===== src/hw/rtl/kmp_substring_matcher_defines.svh =====
// ----------------------------------------------------------------------------
// kmp_substring_matcher_defines.svh
// Assertion macros used by the substring matcher RTL.
// ----------------------------------------------------------------------------
`ifndef KMP_SUBSTRING_MATCHER_DEFINES_SVH
`define KMP_SUBSTRING_MATCHER_DEFINES_SVH

// Same-cycle implication, sampled on clk and disabled while rst_n is low.
`define KMP_ASSERT_SAME(lbl, ante, cons, msg) \
    lbl: assert property (@(posedge clk) disable iff (!rst_n) (ante) |-> (cons)) \
        else $error(msg);

// Next-cycle implication, sampled on clk and disabled while rst_n is low.
`define KMP_ASSERT_NEXT(lbl, ante, cons, msg) \
    lbl: assert property (@(posedge clk) disable iff (!rst_n) (ante) |=> (cons)) \
        else $error(msg);

`endif


===== src/hw/rtl/kmp_pkg.sv =====
// ----------------------------------------------------------------------------
// kmp_pkg
// Shared types and constants of the substring matcher.
// ----------------------------------------------------------------------------
package kmp_pkg;

    localparam int BYTE_W        = 8;
    localparam int PATTERN_BYTES = 32;
    localparam int PAT_IDX_W     = 5;
    localparam int WORD_W        = 64;
    localparam int NUM_WORDS     = 4;
    localparam int LEN_W         = 6;
    localparam int CFG_INDEX_W   = 3;
    localparam int START_W       = 10;
    localparam int OUT_DATA_W    = 16;

    // Configuration register indexes.
    localparam logic [CFG_INDEX_W-1:0] REG_PATTERN_WORD_0 = 3'd0;
    localparam logic [CFG_INDEX_W-1:0] REG_PATTERN_WORD_1 = 3'd1;
    localparam logic [CFG_INDEX_W-1:0] REG_PATTERN_WORD_2 = 3'd2;
    localparam logic [CFG_INDEX_W-1:0] REG_PATTERN_WORD_3 = 3'd3;
    localparam logic [CFG_INDEX_W-1:0] REG_PATTERN_LENGTH = 3'd4;

    typedef struct packed {
        logic [NUM_WORDS-1:0][WORD_W-1:0] words;
        logic [LEN_W-1:0]                 len;
    } cfg_t;

    typedef struct packed {
        logic               valid;
        logic               found;
        logic [START_W-1:0] start;
    } res_t;

endpackage


===== src/hw/rtl/kmp_substring_matcher.sv =====
// ----------------------------------------------------------------------------
// kmp_substring_matcher
// Streaming first-occurrence search of a configured pattern in byte texts.
// ----------------------------------------------------------------------------
// Each text arrives one byte per transfer on the slave stream, its first byte
// flagged in tuser and its last byte in tlast, and produces exactly one
// transfer on the master stream: found with the start offset as soon as the
// first match completes, or not found at the last byte. A byte is compared in
// S_M_CMP; each fallback through the failure table passes through S_M_WAIT
// for the registered read of the table memory. A result waits in S_EMIT
// until the output register takes it, and a match that starts at or beyond
// MAX_TEXT is not reported but passes through S_M_FALL. The first byte of a
// text also builds the failure table, in S_BLD_LOADI and S_BLD_CMP for each
// pattern byte after the first plus S_BLD_WAIT per fallback. Bytes that follow
// a delivered result, up to the next first byte, are taken and dropped. The
// pattern is captured at each first byte, so register writes affect the next
// text only. The result sits in an output register, so the next byte is taken
// while it waits. The failure table needs no clearing pass after reset.
// ----------------------------------------------------------------------------
`include "kmp_substring_matcher_defines.svh"

module kmp_substring_matcher
#(
    parameter int MAX_PATTERN = 32,
    parameter int MAX_TEXT    = 1024
)
(
    input  logic                                clk,
    input  logic                                rst_n,
    // Configuration write port.
    input  logic                                cfg_we,
    input  logic [kmp_pkg::CFG_INDEX_W-1:0]     cfg_index,
    input  logic [kmp_pkg::WORD_W-1:0]          cfg_data,
    // Text byte stream.
    input  logic                                s_axis_tvalid,
    output logic                                s_axis_tready,
    input  logic [kmp_pkg::BYTE_W-1:0]          s_axis_tdata,  // [7:0] text_byte
    input  logic [0:0]                          s_axis_tuser,  // [0] first_of_text
    input  logic                                s_axis_tlast,  // last_of_text
    // Result stream.
    output logic                                m_axis_tvalid,
    input  logic                                m_axis_tready,
    output logic [kmp_pkg::OUT_DATA_W-1:0]      m_axis_tdata,  // [9:0] match_start
    output logic [0:0]                          m_axis_tuser   // [0] found
);
    import kmp_pkg::*;

    localparam int PAT_CAP = (MAX_PATTERN < PATTERN_BYTES) ? MAX_PATTERN : PATTERN_BYTES;
    localparam int IDX_W   = $clog2(PAT_CAP);

    cfg_t             cfg;
    res_t             res;
    logic             res_ready;
    logic             mem_we;
    logic [IDX_W-1:0] mem_waddr;
    logic [IDX_W-1:0] mem_wdata;
    logic [IDX_W-1:0] mem_raddr;
    logic [IDX_W-1:0] mem_rdata;

    logic               out_valid_reg;
    logic               out_found_reg;
    logic [START_W-1:0] out_start_reg;

    kmp_cfg_regs u_cfg_regs
    (
        .clk       (clk),
        .rst_n     (rst_n),
        .cfg_we    (cfg_we),
        .cfg_index (cfg_index),
        .cfg_data  (cfg_data),
        .cfg       (cfg)
    );

    kmp_fail_mem
    #(
        .DEPTH  (PAT_CAP),
        .ADDR_W (IDX_W)
    )
    u_fail_mem
    (
        .clk   (clk),
        .we    (mem_we),
        .waddr (mem_waddr),
        .wdata (mem_wdata),
        .raddr (mem_raddr),
        .rdata (mem_rdata)
    );

    kmp_search_ctrl
    #(
        .MAX_PATTERN (MAX_PATTERN),
        .MAX_TEXT    (MAX_TEXT),
        .IDX_W       (IDX_W)
    )
    u_search_ctrl
    (
        .clk       (clk),
        .rst_n     (rst_n),
        .cfg       (cfg),
        .in_valid  (s_axis_tvalid),
        .in_ready  (s_axis_tready),
        .in_byte   (s_axis_tdata),
        .in_first  (s_axis_tuser[0]),
        .in_last   (s_axis_tlast),
        .res       (res),
        .res_ready (res_ready),
        .mem_we    (mem_we),
        .mem_waddr (mem_waddr),
        .mem_wdata (mem_wdata),
        .mem_raddr (mem_raddr),
        .mem_rdata (mem_rdata)
    );

    // The output register takes a new result whenever it is empty or its
    // current transfer completes in the same cycle.
    assign res_ready = !out_valid_reg || m_axis_tready;

    always_ff @(posedge clk or negedge rst_n)
    begin
        if (!rst_n)
        begin
            out_valid_reg <= 1'b0;
            out_found_reg <= 1'b0;
            out_start_reg <= '0;
        end
        else if (res.valid && res_ready)
        begin
            out_valid_reg <= 1'b1;
            out_found_reg <= res.found;
            out_start_reg <= res.start;
        end
        else if (m_axis_tready)
        begin
            out_valid_reg <= 1'b0;
        end
    end

    assign m_axis_tvalid   = out_valid_reg;
    assign m_axis_tdata    = OUT_DATA_W'(out_start_reg);
    assign m_axis_tuser[0] = out_found_reg;

    // The sequencer never takes a byte while it offers a result.
    `KMP_ASSERT_SAME(a_no_accept_while_emit, res.valid, !s_axis_tready, "byte taken during emit")
    // A result handed over always shows up on the master stream next cycle.
    `KMP_ASSERT_NEXT(a_result_reaches_port, res.valid && res_ready, m_axis_tvalid, "result lost")
    // A not-found result carries a zero offset.
    `KMP_ASSERT_SAME(a_not_found_zero, m_axis_tvalid && !m_axis_tuser[0],
        m_axis_tdata == '0, "not-found result with nonzero offset")

endmodule


===== src/hw/rtl/kmp_cfg_regs.sv =====
// ----------------------------------------------------------------------------
// kmp_cfg_regs
// Pattern words and pattern length written through the configuration port.
// ----------------------------------------------------------------------------
module kmp_cfg_regs
(
    input  logic                             clk,
    input  logic                             rst_n,
    input  logic                             cfg_we,
    input  logic [kmp_pkg::CFG_INDEX_W-1:0]  cfg_index,
    input  logic [kmp_pkg::WORD_W-1:0]       cfg_data,
    output kmp_pkg::cfg_t                    cfg
);
    import kmp_pkg::*;

    cfg_t cfg_reg;

    always_ff @(posedge clk or negedge rst_n)
    begin
        if (!rst_n)
        begin
            cfg_reg.words <= '0;
            cfg_reg.len   <= LEN_W'(1);
        end
        else if (cfg_we)
        begin
            case (cfg_index)
                REG_PATTERN_WORD_0: cfg_reg.words[0] <= cfg_data;
                REG_PATTERN_WORD_1: cfg_reg.words[1] <= cfg_data;
                REG_PATTERN_WORD_2: cfg_reg.words[2] <= cfg_data;
                REG_PATTERN_WORD_3: cfg_reg.words[3] <= cfg_data;
                REG_PATTERN_LENGTH: cfg_reg.len      <= cfg_data[LEN_W-1:0];
                default:
                begin
                end
            endcase
        end
    end

    assign cfg = cfg_reg;

endmodule


===== src/hw/rtl/kmp_fail_mem.sv =====
// ----------------------------------------------------------------------------
// kmp_fail_mem
// Failure table: one write port, one registered read port.
// ----------------------------------------------------------------------------
module kmp_fail_mem
#(
    parameter int DEPTH  = 32,
    parameter int ADDR_W = 5
)
(
    input  logic              clk,
    input  logic              we,
    input  logic [ADDR_W-1:0] waddr,
    input  logic [ADDR_W-1:0] wdata,
    input  logic [ADDR_W-1:0] raddr,
    output logic [ADDR_W-1:0] rdata
);

    logic [ADDR_W-1:0] mem [DEPTH];
    logic [ADDR_W-1:0] rdata_reg;

    always_ff @(posedge clk)
    begin
        if (we)
        begin
            mem[waddr] <= wdata;
        end
    end

    // Entry 0 is the border of a one-byte prefix and always reads as zero,
    // so it never needs to be written. A write to the entry being read is
    // forwarded.
    always_ff @(posedge clk)
    begin
        if (raddr == '0)
        begin
            rdata_reg <= '0;
        end
        else if (we && (waddr == raddr))
        begin
            rdata_reg <= wdata;
        end
        else
        begin
            rdata_reg <= mem[raddr];
        end
    end

    assign rdata = rdata_reg;

endmodule


===== src/hw/rtl/kmp_search_ctrl.sv =====
// ----------------------------------------------------------------------------
// kmp_search_ctrl
// Sequencer for table build and per-byte matching around the failure table.
// ----------------------------------------------------------------------------
module kmp_search_ctrl
#(
    parameter int MAX_PATTERN = 32,
    parameter int MAX_TEXT    = 1024,
    parameter int IDX_W       = 5
)
(
    input  logic                        clk,
    input  logic                        rst_n,
    input  kmp_pkg::cfg_t               cfg,
    input  logic                        in_valid,
    output logic                        in_ready,
    input  logic [kmp_pkg::BYTE_W-1:0]  in_byte,
    input  logic                        in_first,
    input  logic                        in_last,
    output kmp_pkg::res_t               res,
    input  logic                        res_ready,
    output logic                        mem_we,
    output logic [IDX_W-1:0]            mem_waddr,
    output logic [IDX_W-1:0]            mem_wdata,
    output logic [IDX_W-1:0]            mem_raddr,
    input  logic [IDX_W-1:0]            mem_rdata
);
    import kmp_pkg::*;

    localparam int PAT_CAP = (MAX_PATTERN < PATTERN_BYTES) ? MAX_PATTERN : PATTERN_BYTES;
    localparam int CNT_W   = $clog2(PAT_CAP + 1);
    localparam int POS_CAP = MAX_TEXT + MAX_PATTERN;
    localparam int POS_W   = $clog2(POS_CAP + 1);
    localparam int SUM_W   = POS_W + 1;

    typedef enum logic [2:0] {
        S_IDLE,
        S_BLD_LOADI,
        S_BLD_CMP,
        S_BLD_WAIT,
        S_M_CMP,
        S_M_WAIT,
        S_M_FALL,
        S_EMIT
    } state_t;

    state_t                                state_reg;
    logic [PATTERN_BYTES-1:0][BYTE_W-1:0]  pat_reg;
    logic [CNT_W-1:0]                      pat_len_reg;
    logic [IDX_W-1:0]                      i_reg;
    logic [IDX_W-1:0]                      k_reg;
    logic [IDX_W-1:0]                      m_reg;
    logic [BYTE_W-1:0]                     pi_reg;
    logic [BYTE_W-1:0]                     byte_reg;
    logic                                  last_reg;
    logic                                  given_reg;
    logic [POS_W-1:0]                      pos_reg;
    logic [POS_W-1:0]                      pos_cur_reg;
    logic                                  found_reg;
    logic [START_W-1:0]                    start_reg;

    logic [LEN_W-1:0]  len_sat;
    logic [IDX_W-1:0]  pat_addr;
    logic [BYTE_W-1:0] pat_byte;
    logic              pi_eq;
    logic              b_eq;
    logic              k_fall;
    logic              m_fall;
    logic [IDX_W-1:0]  k_new;
    logic [CNT_W-1:0]  j_new;
    logic              full;
    logic              bld_last;
    logic [SUM_W-1:0]  start_val;
    logic              start_ok;

    always_comb
    begin
        // A zero length counts as one; lengths above the table size saturate.
        if (cfg.len == '0)
        begin
            len_sat = LEN_W'(1);
        end
        else if (cfg.len > LEN_W'(PAT_CAP))
        begin
            len_sat = LEN_W'(PAT_CAP);
        end
        else
        begin
            len_sat = cfg.len;
        end

        case (state_reg)
            S_BLD_LOADI: pat_addr = i_reg;
            S_BLD_CMP:   pat_addr = k_reg;
            default:     pat_addr = m_reg;
        endcase
        pat_byte = pat_reg[PAT_IDX_W'(pat_addr)];

        pi_eq     = (pi_reg == pat_byte);
        b_eq      = (byte_reg == pat_byte);
        k_fall    = (k_reg != '0) && !pi_eq;
        m_fall    = (m_reg != '0) && !b_eq;
        k_new     = k_reg + IDX_W'(pi_eq);
        j_new     = CNT_W'(m_reg) + CNT_W'(b_eq);
        full      = (j_new == pat_len_reg);
        bld_last  = ((CNT_W'(i_reg) + CNT_W'(1)) == pat_len_reg);
        start_val = SUM_W'(pos_cur_reg) + SUM_W'(1) - SUM_W'(pat_len_reg);
        start_ok  = (start_val < SUM_W'(MAX_TEXT));

        mem_we    = (state_reg == S_BLD_CMP) && !k_fall;
        mem_waddr = i_reg;
        mem_wdata = k_new;
        case (state_reg)
            S_BLD_CMP: mem_raddr = k_reg - IDX_W'(1);
            S_M_CMP:
            begin
                if (!m_fall && full)
                begin
                    mem_raddr = IDX_W'(pat_len_reg - CNT_W'(1));
                end
                else
                begin
                    mem_raddr = m_reg - IDX_W'(1);
                end
            end
            default:   mem_raddr = '0;
        endcase
    end

    always_ff @(posedge clk or negedge rst_n)
    begin
        if (!rst_n)
        begin
            state_reg   <= S_IDLE;
            pat_reg     <= '0;
            pat_len_reg <= CNT_W'(1);
            i_reg       <= '0;
            k_reg       <= '0;
            m_reg       <= '0;
            pi_reg      <= '0;
            byte_reg    <= '0;
            last_reg    <= 1'b0;
            given_reg   <= 1'b0;
            pos_reg     <= '0;
            pos_cur_reg <= '0;
            found_reg   <= 1'b0;
            start_reg   <= '0;
        end
        else
        begin
            case (state_reg)
                S_IDLE:
                begin
                    if (in_valid)
                    begin
                        byte_reg <= in_byte;
                        last_reg <= in_last;
                        if (in_first)
                        begin
                            pat_reg     <= cfg.words;
                            pat_len_reg <= CNT_W'(len_sat);
                            m_reg       <= '0;
                            given_reg   <= 1'b0;
                            pos_cur_reg <= '0;
                            pos_reg     <= POS_W'(1);
                            i_reg       <= IDX_W'(1);
                            k_reg       <= '0;
                            state_reg   <= (len_sat > LEN_W'(1)) ? S_BLD_LOADI : S_M_CMP;
                        end
                        else if (!given_reg)
                        begin
                            pos_cur_reg <= pos_reg;
                            if (pos_reg < POS_W'(POS_CAP))
                            begin
                                pos_reg <= pos_reg + POS_W'(1);
                            end
                            state_reg <= S_M_CMP;
                        end
                    end
                end
                S_BLD_LOADI:
                begin
                    pi_reg    <= pat_byte;
                    state_reg <= S_BLD_CMP;
                end
                S_BLD_CMP:
                begin
                    if (k_fall)
                    begin
                        state_reg <= S_BLD_WAIT;
                    end
                    else
                    begin
                        k_reg <= k_new;
                        if (bld_last)
                        begin
                            state_reg <= S_M_CMP;
                        end
                        else
                        begin
                            i_reg     <= i_reg + IDX_W'(1);
                            state_reg <= S_BLD_LOADI;
                        end
                    end
                end
                S_BLD_WAIT:
                begin
                    k_reg     <= mem_rdata;
                    state_reg <= S_BLD_CMP;
                end
                S_M_CMP:
                begin
                    if (m_fall)
                    begin
                        state_reg <= S_M_WAIT;
                    end
                    else if (full)
                    begin
                        if (start_ok)
                        begin
                            m_reg     <= '0;
                            given_reg <= 1'b1;
                            found_reg <= 1'b1;
                            start_reg <= START_W'(start_val);
                            state_reg <= S_EMIT;
                        end
                        else
                        begin
                            // Too late to report: keep searching from the border.
                            state_reg <= S_M_FALL;
                        end
                    end
                    else
                    begin
                        m_reg <= IDX_W'(j_new);
                        if (last_reg)
                        begin
                            given_reg <= 1'b1;
                            found_reg <= 1'b0;
                            start_reg <= '0;
                            state_reg <= S_EMIT;
                        end
                        else
                        begin
                            state_reg <= S_IDLE;
                        end
                    end
                end
                S_M_WAIT:
                begin
                    m_reg     <= mem_rdata;
                    state_reg <= S_M_CMP;
                end
                S_M_FALL:
                begin
                    m_reg <= mem_rdata;
                    if (last_reg)
                    begin
                        given_reg <= 1'b1;
                        found_reg <= 1'b0;
                        start_reg <= '0;
                        state_reg <= S_EMIT;
                    end
                    else
                    begin
                        state_reg <= S_IDLE;
                    end
                end
                S_EMIT:
                begin
                    if (res_ready)
                    begin
                        state_reg <= S_IDLE;
                    end
                end
                default:
                begin
                    state_reg <= S_IDLE;
                end
            endcase
        end
    end

    assign in_ready  = (state_reg == S_IDLE);
    assign res.valid = (state_reg == S_EMIT);
    assign res.found = found_reg;
    assign res.start = start_reg;

endmodule

===== config.mk =====
export PLATFORM = sky130hd
export DESIGN_NAME = kmp_substring_matcher
export DESIGN_NICKNAME = d
export VERILOG_FILES = /design/src/hw/rtl/kmp_pkg.sv /design/src/hw/rtl/kmp_substring_matcher.sv /design/src/hw/rtl/kmp_cfg_regs.sv /design/src/hw/rtl/kmp_fail_mem.sv /design/src/hw/rtl/kmp_search_ctrl.sv
export VERILOG_INCLUDE_DIRS = /design/src /design/src/hw/rtl
export SDC_FILE = /design/constraint.sdc
export NUM_CORES = 1
export LEC_CHECK = 0
export ABC_AREA = 1
export BUFFER_PORTS_ARGS = -buffer_cell sky130_fd_sc_hd__buf_2
export CELL_PAD_IN_SITES_DETAIL_PLACEMENT = 0
export CELL_PAD_IN_SITES_GLOBAL_PLACEMENT = 1
export CORE_MARGIN = 2
export CORE_UTILIZATION = 43
export CTS_CLUSTER_DIAMETER = 150
export CTS_CLUSTER_SIZE = 20
export DETAILED_ROUTE_END_ITERATION = 8
export PLACE_DENSITY = 0.82
export SLEW_MARGIN = 20
export SYNTH_ARGS = -nofsm -noshare
export SYNTH_HDL_FRONTEND = slang
export SYNTH_SLANG_ARGS = --single-unit

===== constraint.sdc =====
create_clock -name clk -period 5.2 [get_ports clk]
set_input_delay 0.52 -clock clk [delete_from_list [all_inputs] [get_ports clk]]
set_output_delay 0.52 -clock clk [all_outputs]
set_load 0.005 [all_outputs]

==> flow_metrics.env, run 1 <==
export IMPL_numCtsBuffers=44
export IMPL_synthTopCellsByArea="dfrtp_1 (44%), nand2_1 (16%), edfxtp_1 (14%), nand3_1 (7.5%), o21ai_0 (4.9%)"
export IMPL_synth_async_reset_ratio_pct=78.57
export IMPL_die_width_um=287.8
export IMPL_clockPowerShare_pct=15.2
export IMPL_synth_top_cell_area_share_pct=43.58
export IMPL_cp_end_kind="flop"
export IMPL_p_sw_share_pct=41.20
export IMPL_gp_congestion=0.9367
export IMPL_start_util_pct=43.19
export IMPL_clk_pin_slew_worst_paths_ns=0.09
export IMPL_area_growth_pct=19.24
export IMPL_yosysSeqAreaShare_pct=57.90
export IMPL_hpwl_mm=66.30
export IMPL_gr_total_overflow=0
export IMPL_hold_viol_final=0
export IMPL_max_freq_mhz=179.9
export IMPL_fin_area_mm2=0.04129
export IMPL_fin_crit_ns=5.559
export IMPL_comb_power_share_pct=46.7
export IMPL_hold_path_cell_count=3
export IMPL_place_area_mm2=0.03734
export IMPL_fp_row_count=104
export IMPL_internal_power_mw=14.09
export IMPL_clock_sinks=770
export IMPL_rsz0062_at_grt="true"
export IMPL_vias_per_cell=5.346
export IMPL_clkLatencyLatePin_ns=0.63
export IMPL_die_h_um=287.8
export IMPL_rrSetupSlack_ns=-0.36
export IMPL_synth_edf_count=160
export IMPL_num_vias=28360
export IMPL_p_switching_mw=9.870
export IMPL_synth_cells=4057
export IMPL_setup_viol_count_final=5
export IMPL_insertedDiodeCount=0
export IMPL_drv_cap=0
export IMPL_critPathMaxStageDelay_ns=0.39
export IMPL_slowest_stage="dfrtp_1"
export IMPL_dr_pass1_iters=5
export IMPL_critPathKind="reg -> reg"
export IMPL_antenna_found_initial=2
export IMPL_cellPowerDensity_mw_per_mm2=580.3
export IMPL_p_leak_nw=20.03
export IMPL_cts_tree="done"
export IMPL_dp_cells=5165
export IMPL_ir_drop_uv=332.5
export IMPL_cts_max_level=2
export IMPL_syn_area_mm2=0.03462
export IMPL_clock_root_buffer="clkbuf_16"
export IMPL_maxSlewViolCount=0
export IMPL_cpMostUsedCell="nand2_2"
export IMPL_core_area_mm2=0.08016
export IMPL_post_synth_top_count_cell="nand2_1"
export IMPL_tightestPinTransition_ns=1.047
export IMPL_seqPwrFrac_pct=38.0
export IMPL_yosysTopAreaCell="dfrtp_1"
export IMPL_grt_max_degree=155
export IMPL_drc=0
export IMPL_arrival_ns=6.09
export IMPL_syn_area_per_cell_um2=8.534
export IMPL_ioPinCount=101
export IMPL_crit_fanout=8
export IMPL_ys_flop_type="dfrtp_1"
export IMPL_wl_mm=103.4
export IMPL_cp_required_ns=5.73
export IMPL_reg2reg_depth=47
export IMPL_setup_slack_ns=-0.3588
export IMPL_track_usage_pct=24.75
export IMPL_dieArea_mm2=0.08281
export IMPL_antenna_left=0
export IMPL_min_path_type="in -> reg"
export IMPL_cts_max_path_buffers=3
export IMPL_yosys_register_bits=770
export IMPL_grt_pass1_vias=27360
export IMPL_violations="setup timing"
export IMPL_status="complete, but fails checks"
export IMPL_grt_first_pass_wirelength_mm=160.7
export IMPL_holdWs_ns=0.1308
export IMPL_io_buffers=94
export IMPL_max_slew_margin_rel_pct=30.21
export IMPL_min_period_over_period_pct=106.9
export IMPL_ys_types=51
export IMPL_largest_reg_flops=262
export IMPL_nets=4335
export IMPL_drtIter0Drc=2769
export IMPL_synth_commonest_cells="nand2_1 (1488), dfrtp_1 (603), nand3_1 (519)"
export IMPL_setup_worst_path_start_class="flop"
export IMPL_wl_per_cell_um=19.49
export IMPL_drive_gt1_share_pct=17.03
export IMPL_synth_warnings=0
export IMPL_layoutNonFillerInstCount=5305
export IMPL_finalClockSkew_ns=0.04906
[placed cells by master, fill, tap and decap left out, types with 43 or more instances in the layout]
master | Yosys | layout
buf_12 | 0 | 43
clkbuf_16 | 0 | 48
buf_2 | 49 | 93
nor2_1 | 95 | 64
dfrtp_1 | 603 | 603
buf_4 | 23 | 173
nand4_1 | 80 | 80
nand2_1 | 1488 | 1450
nand3_2 | 10 | 145
o21ai_0 | 337 | 336
inv_1 | 330 | 321
nand3_1 | 519 | 342
edfxtp_1 | 160 | 160
[critical path: cells and delay by family (launching register included)]
kind	cells	cell delay, ns
AO/OA/AOI/OAI	2	0.23
XOR/XNOR	2	0.28
adder cells (fa/ha/maj)	2	0.41
buffers and inverters	12	1.41
flip-flops	1	0.39
AND/OR/NAND/NOR	29	2.70
[logic make-up after synthesis]
group                    count (synthesis)  synth area share (%)
adder cells (fa/ha/maj)                 27                0.9974
other                                    1               0.01083
AND/OR/NAND/NOR                       2229                 27.14
XOR/XNOR                                38                0.9613
buffers and inverters                  585                 6.841
flip-flops                             770                 57.90
AO/OA/AOI/OAI                          406                 6.122
multiplexers                             1               0.03252
[stage by stage]
step	TNS, ns	setup WS [ns]	power (mW)	util [%]
3_3_place_gp	-3.439	-0.7383	18.10	46.58
3_5_place_dp	-3.474	-0.7089	18.18	46.58
2_1_floorplan	0	0.01940	14.50	-
5_1_grt	-3.597	-0.7368	25.45	51.51
4_1_cts	-1.299	-0.2391	23.21	50.34
6_report	-1.695	-0.3588	23.96	51.51
[layer usage]
layer	vias up	share of wire [%]	wire [um]	GRT usage, %
met5	-	0	0	0
met4	0	3.1	3170	6.852
met3	175	5.9	6144	2.908
met2	940	47	48370	40.53
met1	13840	44	45690	34.86
li1	13410	-	-	-
[final cells by class]
type,count,area [um^2]
fill,7545,38870
sequential,770,20050
clock buffer,62,1190
tap,1060,1326
inverter,347,1334
timing repair buffer,356,3455
multi-input combinational,2707,13880
clock inverter,3,51.30
[timing repair]
action	CTS	global route
gates cloned	13	3
hold buffers	1	0
endpoints found under the hold margin	94	0
buffers inserted	54	8
pin swaps	50	89
gates resized for setup	212	185
endpoints found under the setup margin	5	235
[final timing paths]
kind | startpoint | end
min reg2reg | u_cfg_regs.cfg[239] | u_search_ctrl.pat_reg[233]
max reg2reg | u_search_ctrl.state_reg[0] | u_fail_mem.rdata[2]
min in group asynchronous | rst_n | u_cfg_regs.cfg[205]
max in group asynchronous | rst_n | u_search_ctrl.pat_reg[249]
min | s_axis_tdata[4] | u_search_ctrl.byte_reg[4]
max | u_search_ctrl.state_reg[0] | u_fail_mem.rdata[2]
[power groups by stage]
stage | combinational (mW) | clock [mW] | sequential [mW]
finish | 11.2 | 3.65 | 9.11
CTS | 10.4 | 3.72 | 9.07
global placement | 8.93 | 0 | 9.17
detailed placement | 9.01 | 0 | 9.17
floorplan | 5.84 | 0 | 8.66
global route | 12.3 | 3.93 | 9.24
Power figures use the tool's default switching activity.
==> run 2, diff against run 1 <==
--- a/config.mk
+++ b/config.mk
@@ -8,14 +8,15 @@
 export LEC_CHECK = 0
 export ABC_AREA = 1
 export BUFFER_PORTS_ARGS = -buffer_cell sky130_fd_sc_hd__buf_2
+export CAP_MARGIN = 0
 export CELL_PAD_IN_SITES_DETAIL_PLACEMENT = 0
 export CELL_PAD_IN_SITES_GLOBAL_PLACEMENT = 1
 export CORE_MARGIN = 2
-export CORE_UTILIZATION = 43
+export CORE_UTILIZATION = 52
 export CTS_CLUSTER_DIAMETER = 150
 export CTS_CLUSTER_SIZE = 20
 export DETAILED_ROUTE_END_ITERATION = 8
-export PLACE_DENSITY = 0.82
+export PLACE_DENSITY = 0.92
 export SLEW_MARGIN = 20
 export SYNTH_ARGS = -nofsm -noshare
 export SYNTH_HDL_FRONTEND = slang
==> constraint.sdc (replaced) <==
create_clock -name clk -period 6.92 [get_ports clk]
set_input_delay 0.692 -clock clk [delete_from_list [all_inputs] [get_ports clk]]
set_output_delay 0.692 -clock clk [all_outputs]
set_load 0.005 [all_outputs]
==> run 2 against run 1 <==
The flow now finishes without violations; die area is 17% lower; flip-flop and latch count unchanged; sequential power fell by 26%; clock skew fell by 0.020 ns; sequential share of layout area is 5.5 points higher; register-to-register slack gained 0.84 ns; global-route usage up 2.9 points.
==> flow_metrics.env, run 2 (synthesized netlist as in run 1, its figures left out) <==
export IMPL_cp_required_ns=7.47
export IMPL_die_h_um=262.0
export IMPL_setup_viol_count_final=0
export IMPL_p_switching_mw=6.450
export IMPL_setup_worst_path_start_class="flop"
export IMPL_fillerInstances=6075
export IMPL_cts_max_level=2
export IMPL_ioPinCount=101
export IMPL_antenna_left=0
export IMPL_num_vias=27010
export IMPL_wl_per_cell_um=19.06
export IMPL_cpMostUsedCell="nand2_1"
export IMPL_min_path_type="in -> async"
export IMPL_comb_power_share_pct=39.8
export IMPL_slowest_stage="dfrtp_1"
export IMPL_grt_first_pass_wirelength_mm=147.9
export IMPL_core_area_mm2=0.06586
export IMPL_grt_pass1_vias=25680
export IMPL_clkLatencyLatePin_ns=0.62
export IMPL_clk_pin_slew_worst_paths_ns=0.10
export IMPL_wl_mm=93.60
export IMPL_gp_congestion=0.9014
export IMPL_cp_end_kind="flop"
export IMPL_nets=4138
export IMPL_p_leak_nw=18.30
export IMPL_gr_total_overflow=0
export IMPL_maxSlewViolCount=0
export IMPL_fin_crit_ns=6.436
export IMPL_rsz0062_at_grt="false"
export IMPL_pre_cts_slack_ns=0.4820
export IMPL_clock_sinks=770
export IMPL_internal_power_mw=9.194
export IMPL_cts_tree="done"
export IMPL_final_cell_mix="nand2_1 (1485), dfrtp_1 (603), nand3_1 (515)"
export IMPL_largest_reg_flops=262
export IMPL_start_util_pct=52.57
export IMPL_cts_max_path_buffers=3
export IMPL_drive_gt1_share_pct=6.546
export IMPL_area_growth_pct=7.180
export IMPL_antenna_found_initial=0
export IMPL_critPathKind="reg -> reg"
export IMPL_clock_root_buffer="clkbuf_16"
export IMPL_final_common_cell="nand2_1"
export IMPL_drv_cap=0
export IMPL_setup_slack_ns=0.4836
export IMPL_fp_row_count=94
export IMPL_die_width_um=262.0
export IMPL_max_freq_mhz=155.4
export IMPL_crit_fanout=50
export IMPL_min_period_over_period_pct=93.01
export IMPL_insertedDiodeCount=0
export IMPL_vias_per_cell=5.499
export IMPL_max_slew_margin_rel_pct=28.04
export IMPL_p_sw_share_pct=41.23
export IMPL_ir_drop_uv=196.5
export IMPL_critPathMaxStageDelay_ns=0.46
export IMPL_cellPowerDensity_mw_per_mm2=421.6
export IMPL_status="complete, no violations"
export IMPL_arrival_ns=6.99
export IMPL_holdWs_ns=0.06398
export IMPL_dr_pass1_iters=5
export IMPL_drtIter0Drc=3358
export IMPL_seqPwrFrac_pct=42.9
export IMPL_hold_viol_final=0
export IMPL_drc=0
export IMPL_dieArea_mm2=0.06866
export IMPL_io_buffers=94
export IMPL_numCtsBuffers=44
export IMPL_fin_setup_tns_ns=0
export IMPL_finalClockSkew_ns=0.02955
export IMPL_tightestPinTransition_ns=1.078
export IMPL_grt_max_degree=170
export IMPL_clockPowerShare_pct=17.3
export IMPL_hpwl_mm=60.25
export IMPL_track_usage_pct=27.64
-- run 2: changes by cell type in the layout (fill, tap and decap cells not counted), sizes merged --
cell / delta
clkinv: +1
inv: -1
bufbuf: -3
clkbuf: -3
dlygate4sd3: -1
buf: -190
-- run 2: metrics by stage --
stage	power (mW)	cell area (um^2)	utilization [%]	instances
finish	15.64	37110	56.34	4912
global route	16.77	37110	56.34	4912
CTS	15.57	37000	56.17	4904
detailed placement	12.87	35780	54.32	4839
global placement	12.78	35780	54.32	4839
floorplan	10.89	34640	-	4062
-- run 2: final cells by class --
cell class	count	area [um^2]	area share (%)
Sequential cell	770	20050	54.02
Timing Repair Buffer	159	1132	3.051
Inverter	347	1314	3.540
Multi-Input combinational cell	2707	12320	33.19
Clock inverter	3	28.78	0.07755
Clock buffer	62	1190	3.206
Tap cell	864	1081	2.913
-- run 2: worst max-delay path, delay by kind of cell, from the launching register on --
kind | cells | cell delay (ns)
AO/OA/AOI/OAI | 2 | 0.20
AND/OR/NAND/NOR | 31 | 3.45
adder cells (fa/ha/maj) | 2 | 0.50
buffers and inverters | 9 | 1.27
XOR/XNOR | 2 | 0.41
flip-flops | 1 | 0.46
-- run 2: per-layer routing --
layer	global-route usage [%]	share of wire, %
met4	9.102	3.2
met3	3.897	6.9
met5	0	0
met2	43.07	46
met1	40.17	44
-- run 2: final timing paths --
path,cells after the start,slack [ns],startpoint,to
worst max-delay path,46,0.48,u_search_ctrl.state_reg[0],u_fail_mem.rdata[2]
max in group asynchronous,2,5.35,rst_n,u_search_ctrl.pat_reg[28]
worst min register to register,2,0.47,u_cfg_regs.cfg[251],u_search_ctrl.pat_reg[245]
worst max register to register,46,0.48,u_search_ctrl.state_reg[0],u_fail_mem.rdata[2]
min in group clk,3,0.30,s_axis_tlast,u_search_ctrl.last_reg
worst min-delay path,1,0.06,rst_n,u_search_ctrl.pos_cur_reg[9]
-- run 2: power groups by stage --
stage / clock network [mW] / logic [mW] / registers [mW]
after CTS: 2.76 / 6.12 / 6.69
final: 2.70 / 6.23 / 6.72
after detailed placement: 0 / 6.10 / 6.77
after floorplan: 0 / 4.38 / 6.51
after global placement: 0 / 6.02 / 6.76
after global routing: 2.92 / 7.01 / 6.85
-- run 2: repair_timing --
action | 4_1_cts | 5_1_grt
hold buffers | 0 | 0
buffers inserted | 0 | 8
setup endpoints to repair | 0 | 5
gates resized for setup | 0 | 9
